File: src/hw/rtl/assert_macros.svh
// Assertion helpers for the pulse generator; clock and reset are i_clk / i_rst_n.
`ifndef ASSERT_MACROS_SVH
`define ASSERT_MACROS_SVH

// Check a property on every rising edge, ignored while reset is asserted.
`define ASSERT_CLK(label, prop, msg) \
    label: assert property (@(posedge i_clk) disable iff (!i_rst_n) prop) else $error(msg);

// Check a property on every rising edge, reset included.
`define ASSERT_ALWAYS(label, prop, msg) \
    label: assert property (@(posedge i_clk) prop) else $error(msg);

`endif

File: src/hw/rtl/etpg_pkg.sv
package etpg_pkg;

    // Request kinds
    typedef enum logic [1:0] {
        MODE_TICK     = 2'd0,
        MODE_THROTTLE = 2'd1,
        MODE_PULSE    = 2'd2,
        MODE_STOP     = 2'd3
    } t_mode;

    // Configuration register indexes
    localparam logic [2:0] CFG_MIN_PULSE     = 3'd0;
    localparam logic [2:0] CFG_NEUTRAL_PULSE = 3'd1;
    localparam logic [2:0] CFG_MAX_PULSE     = 3'd2;
    localparam logic [2:0] CFG_DEAD_BAND     = 3'd3;
    localparam logic [2:0] CFG_FRAME_PERIOD  = 3'd4;
    localparam logic [2:0] CFG_REVERSE       = 3'd5;
    localparam logic [2:0] CFG_ENABLE        = 3'd6;

    localparam int unsigned CFG_DATA_W = 17;

    // Reset values
    localparam logic [15:0] RST_MIN_PULSE     = 16'd1000;
    localparam logic [15:0] RST_NEUTRAL_PULSE = 16'd1500;
    localparam logic [15:0] RST_MAX_PULSE     = 16'd2000;
    localparam logic [15:0] RST_DEAD_BAND     = 16'd0;
    localparam logic [16:0] RST_FRAME_PERIOD  = 17'd20000;

    typedef struct packed {
        t_mode              mode;
        logic signed [15:0] throttle;
        logic        [15:0] pulse_request;
    } t_in_item;

    typedef struct packed {
        logic        pwm_out;
        logic [15:0] pulse_width;
        logic        frame_start;
    } t_out_item;

endpackage

File: src/hw/rtl/esc_throttle_pulse_generator_core.sv
// Pulse generator for a hobby speed controller.
// Input channel (i_in_valid / o_in_ready / i_in_data): one request per item,
//   a 1 us tick, a Q1.THROTTLE_FRAC_BITS throttle command, a direct pulse
//   write or a stop. Every request yields exactly one result on the output
//   channel (o_out_valid / i_out_ready / o_out_data): pin level, pulse width
//   after the request, and a frame-start flag for ticks.
// Configuration (i_cfg_valid / o_cfg_ready / i_cfg_index / i_cfg_data) is
//   always ready; write it only while no request is in flight.
// Pipeline: a request moves from the input register to the result register
//   once that is free. Throughput: one request per cycle while the output
//   is not stalled; the whole mapping (base, span, one 16x17 multiply,
//   round, add or subtract) sits between the input register and the result
//   register; the frame counter and pulse state load with the result.
// Reset: synchronous, active low. Registers return to 1000/1500/2000 us,
//   dead band 0, 20000-tick frame, not reversed, disabled; both pipeline
//   stages empty.
// Stall: when i_out_ready is low the result holds and the input register
//   holds its request; o_in_ready drops only once both stages are full.
module esc_throttle_pulse_generator_core
    import etpg_pkg::*;
#(
    parameter int unsigned COUNTER_BITS       = 16,
    parameter int unsigned THROTTLE_FRAC_BITS = 15
) (
    input  logic                  i_clk,
    input  logic                  i_rst_n,
    input  logic                  i_in_valid,
    output logic                  o_in_ready,
    input  t_in_item              i_in_data,
    output logic                  o_out_valid,
    input  logic                  i_out_ready,
    output t_out_item             o_out_data,
    input  logic                  i_cfg_valid,
    output logic                  o_cfg_ready,
    input  logic [2:0]            i_cfg_index,
    input  logic [CFG_DATA_W-1:0] i_cfg_data
);

    // Compare width wide enough for both the counter and the 17-bit period
    localparam int unsigned CMP_W = (COUNTER_BITS > 17) ? COUNTER_BITS : 17;
    localparam logic [31:0] ONE_Q  = 32'(1) << THROTTLE_FRAC_BITS;
    localparam logic [33:0] HALF_Q = 34'(1) << (THROTTLE_FRAC_BITS - 1);

    // Configuration registers
    logic [15:0] r_min, r_neutral, r_max, r_dead;
    logic [16:0] r_period;
    logic        r_reverse, r_enable;

    // Generator state
    logic [COUNTER_BITS-1:0] r_cnt, n_cnt;
    logic [15:0]             r_pulse, n_pulse;
    logic                    r_was_en;
    logic                    r_last, n_last;

    // Pipeline
    logic      r_s1_valid;
    t_in_item  r_s1;
    logic      r_out_valid;
    t_out_item r_out, n_out;

    logic out_free, s1_fire;

    assign out_free    = !r_out_valid || i_out_ready;
    assign s1_fire     = r_s1_valid && out_free;
    assign o_in_ready  = !r_s1_valid || out_free;
    assign o_out_valid = r_out_valid;
    assign o_out_data  = r_out;
    assign o_cfg_ready = 1'b1;

    // Configuration writes
    always_ff @(posedge i_clk) begin
        if (!i_rst_n) begin
            r_min     <= RST_MIN_PULSE;
            r_neutral <= RST_NEUTRAL_PULSE;
            r_max     <= RST_MAX_PULSE;
            r_dead    <= RST_DEAD_BAND;
            r_period  <= RST_FRAME_PERIOD;
            r_reverse <= 1'b0;
            r_enable  <= 1'b0;
        end else if (i_cfg_valid) begin
            unique case (i_cfg_index)
                CFG_MIN_PULSE:     r_min     <= i_cfg_data[15:0];
                CFG_NEUTRAL_PULSE: r_neutral <= i_cfg_data[15:0];
                CFG_MAX_PULSE:     r_max     <= i_cfg_data[15:0];
                CFG_DEAD_BAND:     r_dead    <= i_cfg_data[15:0];
                CFG_FRAME_PERIOD:  r_period  <= i_cfg_data;
                CFG_REVERSE:       r_reverse <= i_cfg_data[0];
                CFG_ENABLE:        r_enable  <= i_cfg_data[0];
                default: ;  // drop writes beyond the register list
            endcase
        end
    end

    // Throttle mapping: sign, magnitude, base and span on each side
    logic signed [16:0] thr_ext, thr_adj;
    logic               thr_neg, thr_zero;
    logic [16:0]        thr_mag, mag_c;
    logic [16:0]        pos_sum;
    logic [15:0]        pos_base, neg_base, pos_span, neg_span, base, span;
    logic [32:0]        prod;
    logic [33:0]        rounded, scaled_w;
    logic [15:0]        scaled, thr_pulse, req_pulse;

    always_comb begin
        thr_ext  = 17'(r_s1.throttle);
        thr_adj  = r_reverse ? -thr_ext : thr_ext;
        thr_neg  = thr_adj[16];
        thr_zero = (thr_adj == '0);
        thr_mag  = thr_neg ? 17'(-thr_adj) : 17'(thr_adj);
        // clamp to +-1.0
        mag_c    = (32'(thr_mag) > ONE_Q) ? ONE_Q[16:0] : thr_mag;

        // saturate neutral + dead band at full scale, neutral - dead band at 0
        pos_sum  = {1'b0, r_neutral} + {1'b0, r_dead};
        pos_base = pos_sum[16] ? 16'hFFFF : pos_sum[15:0];
        neg_base = (r_neutral > r_dead) ? (r_neutral - r_dead) : 16'd0;
        pos_span = (r_max > pos_base) ? (r_max - pos_base) : 16'd0;
        neg_span = (neg_base > r_min) ? (neg_base - r_min) : 16'd0;
        base     = thr_neg ? neg_base : pos_base;
        span     = thr_neg ? neg_span : pos_span;

        // round half up; the scaled value never exceeds the span
        prod     = {17'd0, span} * {16'd0, mag_c};
        rounded  = {1'b0, prod} + HALF_Q;
        scaled_w = rounded >> THROTTLE_FRAC_BITS;
        scaled   = scaled_w[15:0];

        if (thr_zero) begin
            thr_pulse = r_neutral;
        end else if (thr_neg) begin
            thr_pulse = base - scaled;
        end else begin
            thr_pulse = base + scaled;
        end

        // direct write: with inverted limits, a request below the lower limit gets it, any other the upper one
        if (r_s1.pulse_request < r_min) begin
            req_pulse = r_min;
        end else if (r_s1.pulse_request > r_max) begin
            req_pulse = r_max;
        end else begin
            req_pulse = r_s1.pulse_request;
        end
    end

    // Per-request state update and result
    logic                    en_rise, level, fstart;
    logic [COUNTER_BITS-1:0] cnt_cur, cnt_inc;
    logic [15:0]             pulse_cur;

    always_comb begin
        en_rise   = r_enable && !r_was_en;
        cnt_cur   = en_rise ? '0 : r_cnt;
        pulse_cur = en_rise ? r_neutral : r_pulse;
        cnt_inc   = cnt_cur + 1'b1;
        n_cnt     = cnt_cur;
        n_pulse   = pulse_cur;
        n_last    = r_last;
        level     = 1'b0;
        fstart    = 1'b0;

        if (!r_enable) begin
            n_last = 1'b0;
        end else begin
            case (r_s1.mode)
                MODE_TICK: begin
                    level  = (CMP_W'(cnt_cur) < CMP_W'(pulse_cur));
                    fstart = (cnt_cur == '0);
                    n_cnt  = (CMP_W'(cnt_inc) >= CMP_W'(r_period)) ? '0 : cnt_inc;
                    n_last = level;
                end
                MODE_THROTTLE: begin
                    n_pulse = thr_pulse;
                    level   = r_last;
                end
                MODE_PULSE: begin
                    n_pulse = req_pulse;
                    level   = r_last;
                end
                default: begin  // stop
                    n_pulse = r_neutral;
                    level   = r_last;
                end
            endcase
        end

        n_out.pwm_out     = level;
        n_out.pulse_width = n_pulse;
        n_out.frame_start = fstart;
    end

    always_ff @(posedge i_clk) begin
        if (!i_rst_n) begin
            r_s1_valid  <= 1'b0;
            r_out_valid <= 1'b0;
            r_cnt       <= '0;
            r_pulse     <= RST_NEUTRAL_PULSE;
            r_was_en    <= 1'b0;
            r_last      <= 1'b0;
        end else begin
            // input register: load on accept, empty once passed on
            if (o_in_ready) begin
                r_s1_valid <= i_in_valid;
            end
            // result register: load on advance, clear once taken
            if (s1_fire) begin
                r_out_valid <= 1'b1;
                r_cnt       <= n_cnt;
                r_pulse     <= n_pulse;
                r_was_en    <= r_enable;
                r_last      <= n_last;
            end else if (i_out_ready) begin
                r_out_valid <= 1'b0;
            end
        end
    end

    // Payload registers, no reset
    always_ff @(posedge i_clk) begin
        if (o_in_ready && i_in_valid) begin
            r_s1 <= i_in_data;
        end
        if (s1_fire) begin
            r_out <= n_out;
        end
    end

`include "assert_macros.svh"

    `ASSERT_CLK(a_disabled_low, s1_fire && !r_enable |=> !o_out_data.pwm_out && !o_out_data.frame_start, "disabled request drove the pin")
    `ASSERT_CLK(a_write_in_limits, s1_fire && r_enable && r_s1.mode == MODE_PULSE && r_min <= r_max |=> r_pulse >= r_min && r_pulse <= r_max, "direct write outside limits")
    `ASSERT_CLK(a_cnt_wraps, s1_fire && r_enable && r_s1.mode == MODE_TICK |=> r_cnt == '0 || CMP_W'(r_cnt) < CMP_W'(r_period), "frame counter past period")
    `ASSERT_ALWAYS(a_ready_when_empty, !r_s1_valid |-> o_in_ready, "input stalled while empty")

endmodule
File: config.mk
export PLATFORM = sky130hd
export DESIGN_NAME = esc_throttle_pulse_generator_core
export DESIGN_NICKNAME = d
export VERILOG_FILES = /design/src/hw/rtl/etpg_pkg.sv /design/src/hw/rtl/esc_throttle_pulse_generator_core.sv
export VERILOG_INCLUDE_DIRS = /design/src /design/src/hw/rtl
export SDC_FILE = /design/constraint.sdc
export NUM_CORES = 1
export LEC_CHECK = 0
export ABC_CLOCK_PERIOD_IN_PS = 41800
export BUFFER_PORTS_ARGS = -buffer_cell sky130_fd_sc_hd__buf_2
export CELL_PAD_IN_SITES_DETAIL_PLACEMENT = 2
export CELL_PAD_IN_SITES_GLOBAL_PLACEMENT = 2
export CORE_ASPECT_RATIO = 1.75
export CORE_UTILIZATION = 42
export DETAILED_ROUTE_END_ITERATION = 8
export PLACE_DENSITY = 0.94
export RECOVER_POWER = 50
export SKIP_LAST_GASP = 1
export SYNTH_ARGS = -nofsm -noshare
export SYNTH_HDL_FRONTEND = slang
export SYNTH_SLANG_ARGS = --single-unit
File: constraint.sdc
create_clock -name i_clk -period 41.8 [get_ports i_clk]
set_input_delay 4.18 -clock i_clk [delete_from_list [all_inputs] [get_ports i_clk]]
set_output_delay 4.18 -clock i_clk [all_outputs]
set_load 0.03 [all_outputs]
== After elaboration in Yosys (flattened, before gate mapping) ==
Index checks and enable logic that the tools add are counted.

* Add/sub/neg operators: 10
* Reductions and logical operators: 21
* $mul: 1
* Order comparisons: 8
* Mux-type cells: 24
* Equality and inequality tests: 8

{| class="wikitable"
|+ Operators with widths
! operator !! number
|-
| 16-bit 2-to-1 mux || 16
|-
| 16-bit > comparator || 4
|-
| 16-bit subtractor || 4
|-
| 17-bit 2-to-1 mux || 3
|-
| 16-bit case mux with 3 select lines || 1
|-
| 16-bit less-than comparator || 2
|-
| 31-bit by 15-bit adder with 31-bit output, second input constant || 1
|-
| 16-bit by 17-bit multiplier with 31-bit output || 1
|-
| 16-bit by 16-bit adder with 17-bit output || 1
|-
| 16-bit by 17-bit greater-or-equal comparator with 1-bit output || 1
|-
| 17-bit by 16-bit > comparator with 1-bit output, second input constant || 1
|-
| 17-bit zero test || 1
|-
| 16-bit negator with 17-bit output || 1
|-
| 17-bit negator || 1
|-
| 16-bit by 1-bit adder with 16-bit output, second input constant || 1
|-
| 16-bit adder || 1
|-
| 16-bit zero test || 1
|-
| 2-bit AND reduction || 8
|-
| 3-bit == test, second input constant || 3
|-
| 3-bit by 2-bit == test with 1-bit output, second input constant || 2
|-
| 1-bit 2-to-1 mux || 4
|-
| 3-bit by 1-bit == test with 1-bit output, second input constant || 1
|-
| 1-bit logical AND || 3
|-
| 1-bit zero test || 3
|-
| other kinds (6) || 7
|}

* Input port bits: 59
* Output and inout port bits: 21
* Bits in registers: 171

== Longest topological paths before layout ==
* Depth in word-level cells: 13
* Depth in mapped cells: 70
* Gate-level depth less buffers: 68

== Least setup slack after synthesis ==
OpenSTA, ideal clock, no wires.

* Kind: flip-flop to flip-flop
* Start: reg r_dead[2]
* End: reg r_out, in the netlist o_out_data[16] (data pin)
* Data required time: 41534 ps
* Data arrival time: 13719 ps
* Stages on the path, launching flop included: 69
* Setup slack: 27815 ps
* Cell sequence: dfxtp_1 inv_1 ha_1 clkbuf_1 nand2b_1 a221oi_1 o211ai_1 a2111oi_0 o31ai_1 nor2_1 nor2_1 nor2_1 nor2_1 nor2_1 nor2_1 o21bai_1 clkbuf_1 nor2_1 [... 33 more ...] a21oi_1 xor2_1 ha_1 nand2_1 a21boi_0 a31oi_1 a211o_1 o2111ai_1 a21oi_1 xnor2_1 xnor2_1 xnor2_1 mux2_2 a311oi_1 and3_1 mux2i_1 nand3_1 o21ai_1

* Cells in the longest elaborated chain, start to end: 12
* Elaborated cells on any way between the ends: 21

{| class="wikitable"
|+ Ends and longest elaborated chain
! element !! line !! source
|-
| start: declaration || esc_throttle_pulse_generator_core.sv:45 || <nowiki>logic [15:0] r_min, r_neutral, r_max, r_dead;</nowiki>
|-
| start signal: assignment || esc_throttle_pulse_generator_core.sv:85 || <nowiki>CFG_DEAD_BAND: r_dead <= i_cfg_data[15:0];</nowiki>
|-
| 16-bit by 16-bit adder with 17-bit output (tied with other cells) || esc_throttle_pulse_generator_core.sv:114 || <nowiki>pos_sum = {1'b0, r_neutral} + {1'b0, r_dead};</nowiki>
|-
| 16-bit 2-to-1 mux (on tied branches) || esc_throttle_pulse_generator_core.sv:115, esc_throttle_pulse_generator_core.sv:116 ||
|-
| 16-bit subtractor (tied with other cells) || esc_throttle_pulse_generator_core.sv:117 || <nowiki>pos_span = (r_max > pos_base) ? (r_max - pos_base) : 16'd0;</nowiki>
|-
| 16-bit 2-to-1 mux (on tied branches) || esc_throttle_pulse_generator_core.sv:117, esc_throttle_pulse_generator_core.sv:118 ||
|-
| 16-bit 2-to-1 mux || esc_throttle_pulse_generator_core.sv:120 || <nowiki>span = thr_neg ? neg_span : pos_span;</nowiki>
|-
| 16-bit by 17-bit multiplier with 31-bit output || esc_throttle_pulse_generator_core.sv:123 || <nowiki>prod = {17'd0, span} * {16'd0, mag_c};</nowiki>
|-
| 31-bit by 15-bit adder with 31-bit output || esc_throttle_pulse_generator_core.sv:124 || <nowiki>rounded = {1'b0, prod} + HALF_Q;</nowiki>
|-
| 16-bit adder / 16-bit subtractor (equally long branches) || esc_throttle_pulse_generator_core.sv:133, esc_throttle_pulse_generator_core.sv:131 ||
|-
| 16-bit 2-to-1 mux * || esc_throttle_pulse_generator_core.sv:130 || <nowiki>end else if (thr_neg) begin</nowiki>
|-
| 16-bit 2-to-1 mux * || esc_throttle_pulse_generator_core.sv:128 || <nowiki>if (thr_zero) begin</nowiki>
|-
| 16-bit case mux with 3 select lines * || esc_throttle_pulse_generator_core.sv:165 || <nowiki>case (r_s1.mode)</nowiki>
|-
| 16-bit 2-to-1 mux * || esc_throttle_pulse_generator_core.sv:162 || <nowiki>if (!r_enable) begin</nowiki>
|-
| via n_pulse[15] || esc_throttle_pulse_generator_core.sv:51 || <nowiki>logic [15:0] r_pulse, n_pulse;</nowiki>
|-
| end signal: assignment || esc_throttle_pulse_generator_core.sv:224 || <nowiki>r_out <= n_out;</nowiki>
|-
| end: declaration || esc_throttle_pulse_generator_core.sv:59 || <nowiki>t_out_item r_out, n_out;</nowiki>
|}

The timed path passes the listed nets; every way through them passes the cells marked *.
A chain may end at the register's enable or synchronous reset.

== Worst setup path in the final report ==
Same ends and word-level chain as after synthesis.

==> run_results.csv <==
group,metric,value,unit
routing,drt_iter0_drc,1483,
flow_run,drv_cap,3,
placed_design,portBuffers,78,
finish,final_common_cell,"inv_1",
yosys,synth_area,0.02356,mm²
yosys,syn_inst,2926,
routing,routed_wl,120900,µm
finish,layout-drive-gt1-share,6.472,%
die,start_util,42.57,%
sta,rsz0062_at_grt,"no",
grt,grt_use_total,43.53,%
finish,final_cell_mix,"inv_1, nand2_1, nor2_1, ha_1, fa_1",
outcome,violations,"max-capacitance violations, max-slew violations",
sta,fin_tns_setup,0,ps
placed_design,dp_hpwl,96290,µm
critical_path,r2r-start,"r_dead[2]$_SDFFE_PN0P_",
critical_path,worst_path_largest_cell_delay,820,ps
critical_path,cp_max_fo,21,
routing,vias_per_cell,6.423,
die,row_count,114,
finish,final_cell_area,0.02519,mm²
sta,setup_viol,0,
critical_path,cp.required,42000,ps
clock_tree,cts_sinks,171,
yosys,synth_ff_type,"dfxtp_1",
grt,grt-ovfl-total,0,
die,die_h,315.3,µm
finish,area_growth,6.898,%
sta,period_needed,18110,ps
yosys,ys_async_sr_fraction,0,%
yosys,synth_xor_xnor_area_share,5.093,%
worst_hold_path,min_from,"r_period[7]$_SDFFE_PN0P_",
routing,route.detailed.drc,0,
sta,fmax,55.22,MHz
grt,first_global_vias,27500,
clock_tree,cts_resized,0,
sta,worst_pin_slew,2312,ps
clock_tree,ctsHoldBuffers,0,
placed_design,dpl-instance-area,0.02464,mm²
sta,hold_viol_final,0,
yosys,avgSynthCellArea,8.052,µm²
finish,final_core_util,45.51,%
yosys,ys_types,97,
die,coreArea,0.05534,mm²
sta,slew_headroom,-54.14,%
critical_path,path_common_cell,"inv_1",
clock_tree,root_buffer,"clkbuf_16",
routing,firstDrtPassIters,5,
routing,via_count,23450,
grt,grt_max_degree,68,
critical_path,path_class,"reg2reg",
worst_hold_path,min_path_type,"reg2reg",
clock_tree,cts_buffer_depth,2,
clock_tree,cts_setup_buffers,0,
sta,fin_crit_sh,43.33,%
critical_path,cp-startpoint,"r_dead[2]$_SDFFE_PN0P_",
clock_tree,cts_tree,"yes",
routing,wire_per_inst,33.12,µm
clock_tree,cts.htree.levels,4,
placed_design,place.gp.congestion,1.022,
grt,grt_pass1_wl,179800,µm
yosys,synth_top_family_by_area,"adder cells",
yosys,yosys-mux-area-fraction,2.406,%
yosys,synth_edf_count,52,
sta,drv_slew,103,
yosys,synthAdderAreaFrac,31.29,%
clock_tree,clk_pin_slew,80,ps
critical_path,cp.arrival,18310,ps
yosys,synth_warnings,0,
yosys,synth-simple-area-share,19.62,%
die,die-area,0.05709,mm²
yosys,synth_compound_gate_area_share,16.32,%
outcome,outcome,"complete, but fails checks",
grt,antenna_found_initial,3,
clock_tree,cts_made_buffers,17,
finish,layout.nets,3459,
critical_path,cpMaxStageDelayCell,"a211oi_4",
yosys,ys_seq_elements,171,
sta,fin_skew,21.14,ps
routing,antenna_left,0,
die,num_io_pins,80,
critical_path,crit_path_start_kind,"register",
finish,filler_cell_count,6255,
yosys,synth_seq_area_share,16.74,%
critical_path,crit_path_end_kind,"register",
die,die_w,181.0,µm
clock_tree,clock_latency,490,ps
-- logic make-up after synthesis --
logic type                 after synthesis
buffers and inverters                  522
xor gates and xnor gates               131
muxes                                   56
other                                    2
and+or+nand+nor                       1004
DFF                                    171
AOI/OAI and AO/OA                      578
adders and majority gates              462
-- registers in the layout, summed over array words and instances (netlist names) --
name         flops
r_s1            34
o_out_data      18
r_period        17
r_cnt           16
r_dead          16
r_max           16
r_min           16
r_neutral       16
r_pulse         16
o_out_valid      1
r_enable         1
r_last           1
r_reverse        1
r_s1_valid       1
r_was_en         1
-- path summary, 6_finish.rpt --
path                                                 end  slack [ps]  cells past startpoint
worst min register to register  r_period[7]$_SDFFE_PN0P_         460                      2
worst min-delay path            r_period[7]$_SDFFE_PN0P_         460                      2
worst max register to register  o_out_data[16]$_DFFE_PP_       23690                     64
worst max-delay path            o_out_data[16]$_DFFE_PP_       23690                     64
-- through the flow --
step | hold WS [ps] | std cells | setup slack [ps]
after floorplan | 436.3 | 2939 | 27820
final | 464.7 | 3650 | 23690
after global routing | 489.7 | 3648 | 22990
after CTS | 463.6 | 3647 | 24160
after global placement | 444.2 | 3615 | 25380
after detailed placement | 452.9 | 3615 | 24310
-- critical path, delay by kind of cell (launching register included) --
kind                     cells  cell delay, ps
AO/OA/AOI/OAI               23            7090
XOR/XNOR                     5            1130
adder cells (fa/ha/maj)     10            4720
buffers and inverters        8            1110
flip-flops                   1             360
multiplexers                 2             510
AND/OR/NAND/NOR             16            2870
-- final cells by class --
cell class	instances	area, µm²	share of cell area, %
timing repair buffer	116	630.6	2.504
inverter	386	1449	5.753
clock inverter	10	102.6	0.4073
tap	696	870.8	3.458
clock buffer	22	485.5	1.927
multi-input combinational	2246	17700	70.26
antenna	3	7.507	0.02981
sequential	171	3944	15.66
-- synthesized netlist by cell type, types with 7 or more instances --
cell type | n | area (µm²)
nand3_1 | 53 | 265.3
o21a_1 | 26 | 195.2
nor4_1 | 12 | 75.07
a21o_1 | 53 | 397.9
a21oi_1 | 175 | 875.8
mux2i_1 | 51 | 510.5
xnor2_1 | 71 | 621.9
o211ai_1 | 42 | 315.3
dfxtp_1 | 119 | 2382
fa_1 | 212 | 4244
a211oi_1 | 26 | 195.2
o21ai_0 | 87 | 435.4
clkbuf_1 | 112 | 420.4
and3_1 | 16 | 100.1
nor2b_1 | 34 | 212.7
a22oi_1 | 20 | 150.1
o21ai_1 | 8 | 40.04
or2_2 | 17 | 106.4
a22o_1 | 7 | 61.31
nor3_1 | 40 | 200.2
inv_1 | 385 | 1445
and2_1 | 21 | 131.4
or3_1 | 29 | 181.4
ha_1 | 250 | 3128
o21bai_1 | 13 | 97.59
buf_2 | 13 | 65.06
nand4_1 | 30 | 187.7
buf_1 | 7 | 26.28
edfxtp_1 | 52 | 1562
a31oi_1 | 28 | 175.2
nand2b_1 | 42 | 262.8
xor2_1 | 53 | 464.2
nand2_1 | 346 | 1299
nor2_1 | 322 | 1209
-- per-layer routing --
metal	share of wire, %	vias up	global-route usage [%]
met5	0	-	0
met4	15	0	55.01
met3	5.4	782	10.53
met2	51	1202	78.23
met1	29	11670	34.97
li1	-	9791	-
Power is left out: the tool's default activity adds up to more than one toggle a clock period on the data nets, which glitch-free logic cannot reach.
